**src/hdl/counter_wait_table_top_assert.svh**
```systemverilog
// ----------------------------------------------------------------------------
// counter wait table assertion macros
// concurrent checks on aclk; CWT_ASSERT is quiet while aresetn is low
// ----------------------------------------------------------------------------
`ifndef COUNTER_WAIT_TABLE_TOP_ASSERT_SVH
`define COUNTER_WAIT_TABLE_TOP_ASSERT_SVH

`ifndef NO_ASSERTIONS

// property checked at every edge outside reset
`define CWT_ASSERT(lbl, prop, msg) \
    lbl: assert property (@(posedge aclk) disable iff (!aresetn) prop) else $error(msg);

// property checked at every edge, reset included
`define CWT_ASSERT_ALWAYS(lbl, prop, msg) \
    lbl: assert property (@(posedge aclk) prop) else $error(msg);

`else

`define CWT_ASSERT(lbl, prop, msg)
`define CWT_ASSERT_ALWAYS(lbl, prop, msg)

`endif

`endif

```
**src/hdl/cwt_pkg.sv**
```systemverilog
// ----------------------------------------------------------------------------
// cwt_pkg
// shared widths, codes, state type and cell control bundle
// ----------------------------------------------------------------------------
package cwt_pkg;

    localparam int unsigned WAIT_SLOTS_DEF = 16;
    localparam int unsigned COUNT_W        = 32;
    localparam int unsigned TAG_W          = 32;
    localparam int unsigned PIN_W          = 8;
    localparam int unsigned SLOTS_W        = 5;
    localparam int unsigned STATUS_W       = 2;
    localparam int unsigned CFG_DATA_W     = 32;

    localparam logic [SLOTS_W-1:0] SLOTS_IN_USE_RST = SLOTS_W'(16);
    localparam logic [COUNT_W-1:0] INITIAL_COUNT_RST = '0;

    // result status codes
    localparam logic [STATUS_W-1:0] ST_QUEUED = 2'd0;
    localparam logic [STATUS_W-1:0] ST_READY  = 2'd1;
    localparam logic [STATUS_W-1:0] ST_FULL   = 2'd2;
    localparam logic [STATUS_W-1:0] ST_WAKE   = 2'd3;

    // item kinds
    localparam logic KIND_ADD_WAIT  = 1'b0;
    localparam logic KIND_SET_VALUE = 1'b1;

    // register indexes
    localparam logic REG_SLOTS_IN_USE  = 1'b0;
    localparam logic REG_INITIAL_COUNT = 1'b1;

    typedef enum logic {
        CWT_IDLE,
        CWT_SCAN
    } cwt_state_t;

    // control broadcast to every cell
    typedef struct packed {
        logic advance;   // token moves one cell up
        logic clear;     // token removed from the chain
        logic claim;     // token cell takes the waiter
        logic vacate;    // token cell frees its slot
    } cell_ctrl_t;

endpackage

```
**src/hdl/counter_wait_table_top.sv**
```systemverilog
// ----------------------------------------------------------------------------
// counter_wait_table_top
// waiter table of a task counter, built as a chain of slot cells
// ----------------------------------------------------------------------------
//  channel  | handshake         | beat contents
//  ---------+-------------------+------------------------------------------------
//  cfg      | cfg_we            | cfg_index, cfg_wdata
//  s_       | s_valid / s_ready | kind, waiter_tag, target_count, thread_pin,
//           |                   | new_count
//  m_       | m_valid / m_ready | status, woken_tag, woken_thread, last
//
//  one item at a time: a token enters cell 0 on acceptance and climbs one cell
//  per cycle while the output can take a beat; an add_wait scan ends at the first
//  free slot below slots_in_use, or at that limit, and a set_value scan at its
//  highest matching slot (at once with no match); either kind is held up while
//  m_ready holds a waiting beat back.
//  the token only moves while the output register is empty or being drained.
//  reset (aresetn low, synchronous) frees every slot, sets slots_in_use to 16
//  and the counter to 0; slot contents are not cleared.
// ----------------------------------------------------------------------------
module counter_wait_table_top #(
    parameter int unsigned WAIT_SLOTS = cwt_pkg::WAIT_SLOTS_DEF
) (
    input  logic                            aclk,
    input  logic                            aresetn,
    // configuration
    input  logic                            cfg_we,
    input  logic                            cfg_index,
    input  logic [cwt_pkg::CFG_DATA_W-1:0]  cfg_wdata,
    // input items
    input  logic                            s_valid,
    output logic                            s_ready,
    input  logic                            s_kind,
    input  logic [cwt_pkg::TAG_W-1:0]       s_waiter_tag,
    input  logic [cwt_pkg::COUNT_W-1:0]     s_target_count,
    input  logic [cwt_pkg::PIN_W-1:0]       s_thread_pin,
    input  logic [cwt_pkg::COUNT_W-1:0]     s_new_count,
    // results
    output logic                            m_valid,
    input  logic                            m_ready,
    output logic [cwt_pkg::STATUS_W-1:0]    m_status,
    output logic [cwt_pkg::TAG_W-1:0]       m_woken_tag,
    output logic [cwt_pkg::PIN_W-1:0]       m_woken_thread,
    output logic                            m_last
);
    import cwt_pkg::*;
    `include "counter_wait_table_top_assert.svh"

    // control and item registers
    cwt_state_t          state_reg, state_next;
    logic                kind_reg;
    logic [TAG_W-1:0]    tag_reg;
    logic [COUNT_W-1:0]  target_reg;
    logic [PIN_W-1:0]    pin_reg;
    logic [COUNT_W-1:0]  current_count_reg;
    logic [SLOTS_W-1:0]  slots_in_use_reg;
    logic                off_end_reg;

    // output register
    logic                m_valid_reg;
    logic [STATUS_W-1:0] m_status_reg;
    logic [TAG_W-1:0]    m_tag_reg;
    logic [PIN_W-1:0]    m_thread_reg;
    logic                m_last_reg;

    // chain status
    logic [WAIT_SLOTS-1:0] tok_vec;
    logic [WAIT_SLOTS-1:0] tok_in;
    logic [WAIT_SLOTS-1:0] busy_vec;
    logic [WAIT_SLOTS-1:0] match_vec;
    logic [WAIT_SLOTS-1:0] range_vec;
    logic [TAG_W-1:0]      cell_tag    [WAIT_SLOTS];
    logic [PIN_W-1:0]      cell_thread [WAIT_SLOTS];

    // decisions of the scan step
    logic                s_accept;
    logic                step_en;
    logic                at_free;
    logic                at_out;
    logic                hit;
    logic                rest;
    logic                emit;
    logic [STATUS_W-1:0] emit_status;
    logic                emit_last;
    logic                claim_slot;
    logic                release_slot;
    logic                step_advance;
    logic                scan_done;
    logic [TAG_W-1:0]    tok_tag;
    logic [PIN_W-1:0]    tok_thread;
    cell_ctrl_t          cell_ctrl;

    assign s_accept = s_valid && s_ready;
    // the token may act only if its beat, if any, has somewhere to go
    assign step_en  = (state_reg == CWT_SCAN) && (!m_valid_reg || m_ready);

    // ------------------------------------------------------------------
    // the cell chain: cell 0 takes the token on acceptance
    // ------------------------------------------------------------------
    assign tok_in[0] = s_accept;

    for (genvar g = 0; g < WAIT_SLOTS; g++) begin : g_cell
        if (g > 0) begin : g_link
            assign tok_in[g] = tok_vec[g-1];
        end
        // slots at or above slots_in_use are out of reach
        assign range_vec[g] = (32'(g) < 32'(slots_in_use_reg));

        cwt_cell u_cell (
            .aclk         (aclk),
            .aresetn      (aresetn),
            .ctrl         (cell_ctrl),
            .token_in     (tok_in[g]),
            .count_val    (current_count_reg),
            .claim_target (target_reg),
            .claim_tag    (tag_reg),
            .claim_pin    (pin_reg),
            .token_out    (tok_vec[g]),
            .busy         (busy_vec[g]),
            .match        (match_vec[g]),
            .slot_tag     (cell_tag[g]),
            .slot_thread  (cell_thread[g])
        );
    end

    // contents of the cell that holds the token (one-hot select)
    always_comb begin
        tok_tag    = '0;
        tok_thread = '0;
        for (int i = 0; i < WAIT_SLOTS; i++) begin
            if (tok_vec[i]) begin
                tok_tag    = tok_tag | cell_tag[i];
                tok_thread = tok_thread | cell_thread[i];
            end
        end
    end

    // token position against the table
    assign at_free = |(tok_vec & ~busy_vec & range_vec);
    assign at_out  = (|(tok_vec & ~range_vec)) || off_end_reg;
    assign hit     = |(tok_vec & match_vec & range_vec);
    // matches still waiting above the token; lower ones are already freed
    assign rest    = |(match_vec & range_vec & ~tok_vec);

    // ------------------------------------------------------------------
    // scan step decision
    // ------------------------------------------------------------------
    always_comb begin
        emit         = 1'b0;
        emit_status  = ST_QUEUED;
        emit_last    = 1'b1;
        claim_slot   = 1'b0;
        release_slot = 1'b0;
        step_advance = 1'b0;
        scan_done    = 1'b0;
        if (step_en) begin
            case (kind_reg)
                KIND_ADD_WAIT: begin
                    if (at_out) begin
                        // no free slot below the limit: fullness wins
                        emit        = 1'b1;
                        emit_status = ST_FULL;
                        scan_done   = 1'b1;
                    end else if (at_free) begin
                        emit      = 1'b1;
                        scan_done = 1'b1;
                        if (target_reg == current_count_reg) begin
                            emit_status = ST_READY;
                        end else begin
                            emit_status = ST_QUEUED;
                            claim_slot  = 1'b1;
                        end
                    end else begin
                        step_advance = 1'b1;
                    end
                end
                KIND_SET_VALUE: begin
                    if (hit) begin
                        emit         = 1'b1;
                        emit_status  = ST_WAKE;
                        emit_last    = !rest;
                        release_slot = 1'b1;
                        scan_done    = !rest;
                        step_advance = rest;
                    end else if (!rest) begin
                        // nothing left to wake
                        scan_done = 1'b1;
                    end else begin
                        step_advance = 1'b1;
                    end
                end
                default: begin
                    scan_done = 1'b1;
                end
            endcase
        end
    end

    // ------------------------------------------------------------------
    // state machine
    // ------------------------------------------------------------------
    always_comb begin
        state_next = state_reg;
        case (state_reg)
            CWT_IDLE: begin
                if (s_valid) begin
                    state_next = CWT_SCAN;
                end
            end
            CWT_SCAN: begin
                if (scan_done) begin
                    state_next = CWT_IDLE;
                end
            end
            default: begin
                state_next = CWT_IDLE;
            end
        endcase
    end

    always_comb begin
        s_ready           = (state_reg == CWT_IDLE);
        cell_ctrl.advance = s_accept || step_advance;
        cell_ctrl.clear   = scan_done;
        cell_ctrl.claim   = claim_slot;
        cell_ctrl.vacate  = release_slot;
    end

    always_ff @(posedge aclk) begin
        if (!aresetn) begin
            state_reg <= CWT_IDLE;
        end else begin
            state_reg <= state_next;
        end
    end

    // ------------------------------------------------------------------
    // configuration and counter
    // ------------------------------------------------------------------
    always_ff @(posedge aclk) begin
        if (!aresetn) begin
            slots_in_use_reg  <= SLOTS_IN_USE_RST;
            current_count_reg <= INITIAL_COUNT_RST;
        end else if (cfg_we) begin
            case (cfg_index)
                REG_SLOTS_IN_USE:  slots_in_use_reg  <= cfg_wdata[SLOTS_W-1:0];
                REG_INITIAL_COUNT: current_count_reg <= cfg_wdata[COUNT_W-1:0];
                default: ;
            endcase
        end else if (s_accept && (s_kind == KIND_SET_VALUE)) begin
            current_count_reg <= s_new_count;
        end
    end

    // item held for the scan
    always_ff @(posedge aclk) begin
        if (s_accept) begin
            kind_reg   <= s_kind;
            tag_reg    <= s_waiter_tag;
            target_reg <= s_target_count;
            pin_reg    <= s_thread_pin;
        end
    end

    // token fell off the top of the chain
    always_ff @(posedge aclk) begin
        if (!aresetn) begin
            off_end_reg <= 1'b0;
        end else if (cell_ctrl.advance) begin
            off_end_reg <= tok_vec[WAIT_SLOTS-1];
        end else if (cell_ctrl.clear) begin
            off_end_reg <= 1'b0;
        end
    end

    // ------------------------------------------------------------------
    // output register
    // ------------------------------------------------------------------
    always_ff @(posedge aclk) begin
        if (!aresetn) begin
            m_valid_reg <= 1'b0;
        end else if (emit) begin
            m_valid_reg <= 1'b1;
        end else if (m_ready) begin
            m_valid_reg <= 1'b0;
        end
    end

    always_ff @(posedge aclk) begin
        if (emit) begin
            m_status_reg <= emit_status;
            m_last_reg   <= emit_last;
            if (emit_status == ST_WAKE) begin
                m_tag_reg    <= tok_tag;
                m_thread_reg <= tok_thread;
            end else begin
                m_tag_reg    <= '0;
                m_thread_reg <= '0;
            end
        end
    end

    assign m_valid        = m_valid_reg;
    assign m_status       = m_status_reg;
    assign m_woken_tag    = m_tag_reg;
    assign m_woken_thread = m_thread_reg;
    assign m_last         = m_last_reg;

    // ------------------------------------------------------------------
    // checks
    // ------------------------------------------------------------------
    `CWT_ASSERT_ALWAYS(a_reset_empty, !aresetn |=> (!m_valid_reg && !off_end_reg), "busy after reset")
    `CWT_ASSERT(a_one_token, $onehot0(tok_vec), "more than one scan token")
    `CWT_ASSERT(a_idle_no_token, (state_reg == CWT_IDLE) |-> (tok_vec == '0), "stray token")
    `CWT_ASSERT(a_release_on_match, release_slot |-> hit, "slot freed without a match")
    `CWT_ASSERT(a_claim_free, claim_slot |-> (at_free && !at_out), "claim of a busy slot")
    `CWT_ASSERT(a_wake_goes_on, !emit_last |=> (state_reg == CWT_SCAN), "scan ended early")

endmodule

```
**src/hdl/cwt_cell.sv**
```systemverilog
// ----------------------------------------------------------------------------
// cwt_cell
// one waiter slot with its share of the scan token chain
// ----------------------------------------------------------------------------
module cwt_cell (
    input  logic                         aclk,
    input  logic                         aresetn,
    input  cwt_pkg::cell_ctrl_t          ctrl,
    input  logic                         token_in,
    input  logic [cwt_pkg::COUNT_W-1:0]  count_val,
    input  logic [cwt_pkg::COUNT_W-1:0]  claim_target,
    input  logic [cwt_pkg::TAG_W-1:0]    claim_tag,
    input  logic [cwt_pkg::PIN_W-1:0]    claim_pin,
    output logic                         token_out,
    output logic                         busy,
    output logic                         match,
    output logic [cwt_pkg::TAG_W-1:0]    slot_tag,
    output logic [cwt_pkg::PIN_W-1:0]    slot_thread
);
    import cwt_pkg::*;

    logic               token_reg;
    logic               busy_reg;
    logic [COUNT_W-1:0] target_reg;
    logic [TAG_W-1:0]   tag_reg;
    logic [PIN_W-1:0]   thread_reg;

    // token hop and slot occupancy
    always_ff @(posedge aclk) begin
        if (!aresetn) begin
            token_reg <= 1'b0;
            busy_reg  <= 1'b0;
        end else begin
            if (ctrl.clear) begin
                token_reg <= 1'b0;
            end else if (ctrl.advance) begin
                token_reg <= token_in;
            end
            if (ctrl.claim && token_reg) begin
                busy_reg <= 1'b1;
            end else if (ctrl.vacate && token_reg) begin
                busy_reg <= 1'b0;
            end
        end
    end

    // slot contents
    always_ff @(posedge aclk) begin
        if (ctrl.claim && token_reg) begin
            target_reg <= claim_target;
            tag_reg    <= claim_tag;
            thread_reg <= claim_pin;
        end
    end

    assign token_out   = token_reg;
    assign busy        = busy_reg;
    assign match       = busy_reg && (target_reg == count_val);
    assign slot_tag    = tag_reg;
    assign slot_thread = thread_reg;

endmodule

```
**config.mk**
```make
export PLATFORM = sky130hd
export DESIGN_NAME = counter_wait_table_top
export DESIGN_NICKNAME = d
export VERILOG_FILES = /design/src/hdl/cwt_pkg.sv /design/src/hdl/counter_wait_table_top.sv /design/src/hdl/cwt_cell.sv
export VERILOG_INCLUDE_DIRS = /design/src /design/src/hdl
export SDC_FILE = /design/constraint.sdc
export NUM_CORES = 1
export LEC_CHECK = 0
export BUFFER_PORTS_ARGS = -buffer_cell sky130_fd_sc_hd__buf_2
export CAP_MARGIN = 15
export CORE_ASPECT_RATIO = 0.6
export CORE_MARGIN = 4
export CORE_UTILIZATION = 30
export CTS_CLUSTER_DIAMETER = 30
export DETAILED_ROUTE_END_ITERATION = 16
export GPL_ROUTABILITY_DRIVEN = 0
export PLACE_DENSITY = 0.45
export SYNTH_ARGS = -nofsm -noshare
export SYNTH_HDL_FRONTEND = slang
export SYNTH_HIERARCHICAL = 1
export SYNTH_SLANG_ARGS = --single-unit
export TNS_END_PERCENT = 30
```
**constraint.sdc**
```tcl
create_clock -name aclk -period 7.35 [get_ports aclk]
set_input_delay 0.735 -clock aclk [delete_from_list [all_inputs] [get_ports aclk]]
set_output_delay 0.735 -clock aclk [all_outputs]
set_load 0.005 [all_outputs]
```
# Word level (Yosys, flattened, before mapping)

Index checks and enable logic that the tools add are counted.

Register bits after elaboration: 1,340
Bits of input ports: 143
Output and inout port bits: 45
Word-level logic and storage cells: 357

$lt $le $gt $ge: 16
Eq/ne operators: 19
Multiplexer cells: 102
Bitwise operators: 44
Reduce and logical (&&, ||, !) cells: 83

Operator list:

| kind                                                                | number |
|---|---|
| 32-bit 2-to-1 mux                                                   | 19 |
| 32-bit == test                                                      | 17 |
| 32-bit OR                                                           | 15 |
| 8-bit 2-to-1 mux                                                    | 16 |
| 8-bit OR                                                            | 15 |
| 16-bit AND                                                          | 7 |
| 16-bit OR reduction                                                 | 4 |
| 1-bit 2-to-1 mux                                                    | 59 |
| 1-bit logical AND                                                   | 51 |
| 16-bit inverter                                                     | 3 |
| 4-bit by 5-bit < comparator with 1-bit output, first input constant | 8 |
| 2-bit nonzero test                                                  | 19 |
| 3-bit by 5-bit < comparator with 1-bit output, first input constant | 4 |
| 1-bit by 5-bit < comparator with 1-bit output, first input constant | 2 |
| 2-bit by 5-bit < comparator with 1-bit output, first input constant | 2 |
| 1-bit case mux with 2 select lines                                  | 4 |
| 2-bit 2-to-1 mux                                                    | 3 |
| 1-bit inverter                                                      | 4 |
| 2-bit case mux with 2 select lines                                  | 1 |
| 2-bit AND reduction                                                 | 2 |
| 1-bit logical OR                                                    | 3 |
| 3-bit AND reduction                                                 | 1 |
| 2-bit == test, second input constant                                | 1 |
| 1-bit logical NOT                                                   | 2 |
| 2 further kinds                                                     | 2 |

# Logic depth before layout (Yosys ltp)

Depth in word-level cells: 31
Depth in mapped cells: 14
Mapped depth without buffers: 13

# Hierarchy

Netlist, hierarchy kept.

By module, submodules not included:

| module                 | times used | cells an instance | area each (sq um) |
|---|---|---|---|
| cwt_cell               | 16         | 123               | 2,596.2 |
| counter_wait_table_top | 1          | 964               | 9,987.1 |

# Least setup slack after synthesis

OpenSTA, ideal clock, no wires.

Kind: input-to-reg
Start point: input s_valid
End point: register g_cell[0].u_cell.token_reg
Library setup time: 0.091 ns
Data arrival time: 5.482 ns
Required time: 7.259 ns
Path slack: 1.778 ns
Cell stages on the path: 4
Path buffers: 0
Cell sequence: nor2b_1 -> o21bai_1 -> mux2i_1 -> nor3b_1

RTL lines:

| item                   | RTL line                     | text |
|---|---|---|
| start: declaration     | counter_wait_table_top.sv:31 | `input logic s_valid,` |
| end signal: assignment | cwt_cell.sv:37               | `token_reg <= token_in;` |
| end: declaration       | cwt_cell.sv:22               | `logic token_reg;` |

==> reports/metrics.csv <==
stage,metric,value,unit
outcome,run status,completed,
logic_synthesis,syn_area_per_cell,17.6,sq um
final_layout,post-route design area,63200,sq um
floorplanning,Die X,543,um
pwr,leakage power,0.0215,uW
clock_tree,clk slew on worst S/H paths,0.06,ns
placement,I/O Buffers,187,
timing,Final Max Slew Viols,0,
worst_setup_path,worst setup path class,register to register,
worst_setup_path,Crit path required time,7.75,ns
final_layout,layout cells sized above 1,21.0,%
clock_tree,maximum root-to-sink buffer count,4,
worst_setup_path,slowest cell delay on critical path,0.98,ns
routing,DRT Wirelength,167,mm
timing,Clock Skews,0.0856,ns
floorplanning,standard-cell rows,117,
global_route,largest net degree at the start of global routing,60,
clock_tree,PostCTS Resize Cnt,0,
final_layout,final-layout fill cell count,15900,
logic_synthesis,Syn Inst Count,2932,
placement,DP Worst Slack,1.98,ns
logic_synthesis,Post-synth EDFFs,1268,
routing,routed wire length per instance,28.7,um
logic_synthesis,"Seq/Total Area, Yosys",76.7,%
routing,DRC Markers,0,
final_layout,nets@finish,3496,
routing,Avg Vias per Cell,5.09,
logic_synthesis,syn_nets,3075,
timing,Slew @ Worst Pin,1.13,ns
clock_tree,clock sink total,1340,
logic_synthesis,ranking of synthesized cells by area,"edfxtp_1 74%, xor2_1 8.4%, dfxtp_1 2.8%, a22o_1 2.1%, a221oi_1 2.0%",
worst_setup_path,"most used cell, CP",nor2_1,
timing,crit share post-route,76.1,%
clock_tree,CTS tree,done,
worst_setup_path,"Cell Chain, Critical Path",nor2_1 -> and2_1 -> a222oi_1 -> nand3_1 -> nor3_1 -> nand2_1 -> nor2_1 -> and2_4 -> buf_4,
floorplanning,Top Ports,188,
pwr,PwrDens,308,nW/um^2
logic_synthesis,post-synth top area share,73.9,%
clock_tree,setup repair bufs after CTS,0,
worst_setup_path,WP data arrival,6.00,ns
final_layout,Reg area,39500,sq um
pwr,VDD IR max,185,uV
timing,crit path time final,5.59,ns
logic_synthesis,post-synthesis cell type count,65,
routing,Initial DRC Count,2891,
logic_synthesis,Mapped Area,51500,sq um
timing,setup ws final,1.76,ns
final_layout,Syn-to-layout area delta,22.7,%
worst_setup_path,WP buf/inv,1,
worst_setup_path,Startpoint Class,register,
final_layout,multi-input combinational cell area,11600,sq um
logic_synthesis,"area leader, netlist",edfxtp_1,
worst_setup_path,CP Capture Type,register,
routing,post-route ant nets,0,
global_route,initial antenna violation count,4,
logic_synthesis,most common cell in the synthesized netlist,edfxtp_1,
timing,setup violators final,0,
logic_synthesis,number of synthesized register bits,1340,
hold_path,worst hold path type,input port to register,
timing,hold_ws,0.0700,ns
timing,Final Hold Violating Endpoints,0,
global_route,GRT overflow,0,
timing,Max Clock Freq,179,MHz
floorplanning,initial core utilization,30.3,%
worst_setup_path,Worst path depth,9,
worst_setup_path,cell depth of the worst flop-to-flop path,9,
logic_synthesis,prevailing post-synth register cell,edfxtp_1,
floorplanning,Die Area,179000,sq um
global_route,first-pass GRT wire length,233,mm
clock_tree,H-tree depth,4,
logic_synthesis,Synth Warn #,6,
worst_setup_path,Top delay family on crit path,simple AND/OR/NAND/NOR gates,
worst_setup_path,slowest CP cell,and2_4,
run,maxcap violations,0,
final_layout,Layout Utilization,37.2,%
logic_synthesis,async set or reset register ratio after synthesis,0,%
clock_tree,TritonCTS Buffers,219,
clock_tree,clk_lat worst skew,0.84,ns
timing,RSZ-0062 raised after global routing,no,
floorplanning,Die Span Y,329,um
routing,first drt pass iteration count,6,
clock_tree,Hold Buf Count CTS,0,
hold_path,WHS Path Cells,1,
global_route,gr usage total,18.3,%
placement,DP Wirelength,96.7,mm
timing,Slew HR,24.8,%
clock_tree,Clock Tree Root,clkbuf_16,
worst_setup_path,Critical Path Fanout Max,45,
placement,placed standard-cell area,55900,sq um
timing,Setup TNS,0,ns
routing,via count,29500,
global_route,vias in the first global route,29100,
floorplanning,Core Area,170000,sq um
logic_synthesis,Post-synth top cells,"1268 x edfxtp_1, 496 x xor2_1, 121 x a22o_1",
-- final cells by class --
cell class | instances | share of cell area, %
diodes | 1 | 0.00396
clock buffers | 243 | 8.96
clock inverters | 160 | 2.64
inverters | 16 | 0.0950
multi-input cells | 1468 | 18.3
flip-flops and latches | 1340 | 62.5
well taps | 2261 | 4.47
repair buffers | 308 | 2.97
-- through the flow --
stage          cells  total power (uW)
2_1_floorplan   2932              9020
3_3_place_gp    5391              9420
3_5_place_dp    5391              9420
4_1_cts         5794             19700
5_1_grt         5796             20100
6_report        5797             19500
-- placed cells by master (no fill, tap or decap), drive strengths merged, types with 4 or more instances in the layout --
cell type and count:
a221oi 120, o21ai 11, clkinvlp 23, a211oi 34, nand4 26, a22o 121
a22oi 80, nor4b 4, nor4 117, xor2 496, mux2i 51, o211ai 5
nand2 17, xnor2 48, nand3b 4, buf 308, clkbuf 243, nor2b 10
edfxtp 1268, inv 58, a21boi 16, and2 19, a31oi 45, nor2 42
bufinv 22, o21a 18, and3 40, dfxtp 72, nand2b 4, nor3 38
nor3b 19, a21oi 10, clkinv 73, nand3 39
-- metal layers --
metal	global-route usage, %	share of wire (%)	vias to the layer above
li1	-	-	12600
met1	29.5	51	15600
met2	25.3	41	1022
met3	3.36	6.3	219
met4	3.42	1.6	0
met5	0	0	-
-- where the power goes --
group / total, uW / internal (uW) / switching (uW)
combinational: 670 / 240 / 430
sequential: 8590 / 8420 / 170
clock: 10200 / 6390 / 3840
total: 19500 / 15100 / 4440
-- cells by family after synthesis --
logic type	after synthesis	synth area share, %
compound gates	486	7.58
xor+xnor	544	9.25
buf+inv	124	0.942
flops	1340	76.7
mux	51	0.991
simple gates	387	4.54
-- worst paths after layout --
check	start	end	slack, ns
worst max-delay path	slots_in_use_reg[4]$_SDFFE_PN1P_	g_cell[4].u_cell/target_reg[2]$_DFFE_PP_	1.76
worst min-delay path	s_thread_pin[6]	pin_reg[6]$_DFFE_PP_	0.07
worst max register to register	slots_in_use_reg[4]$_SDFFE_PN1P_	g_cell[4].u_cell/target_reg[2]$_DFFE_PP_	1.76
worst min register to register	current_count_reg[3]$_SDFFE_PN0P_	current_count_reg[3]$_SDFFE_PN0P_	0.50
(Power assumes the default switching activity.)
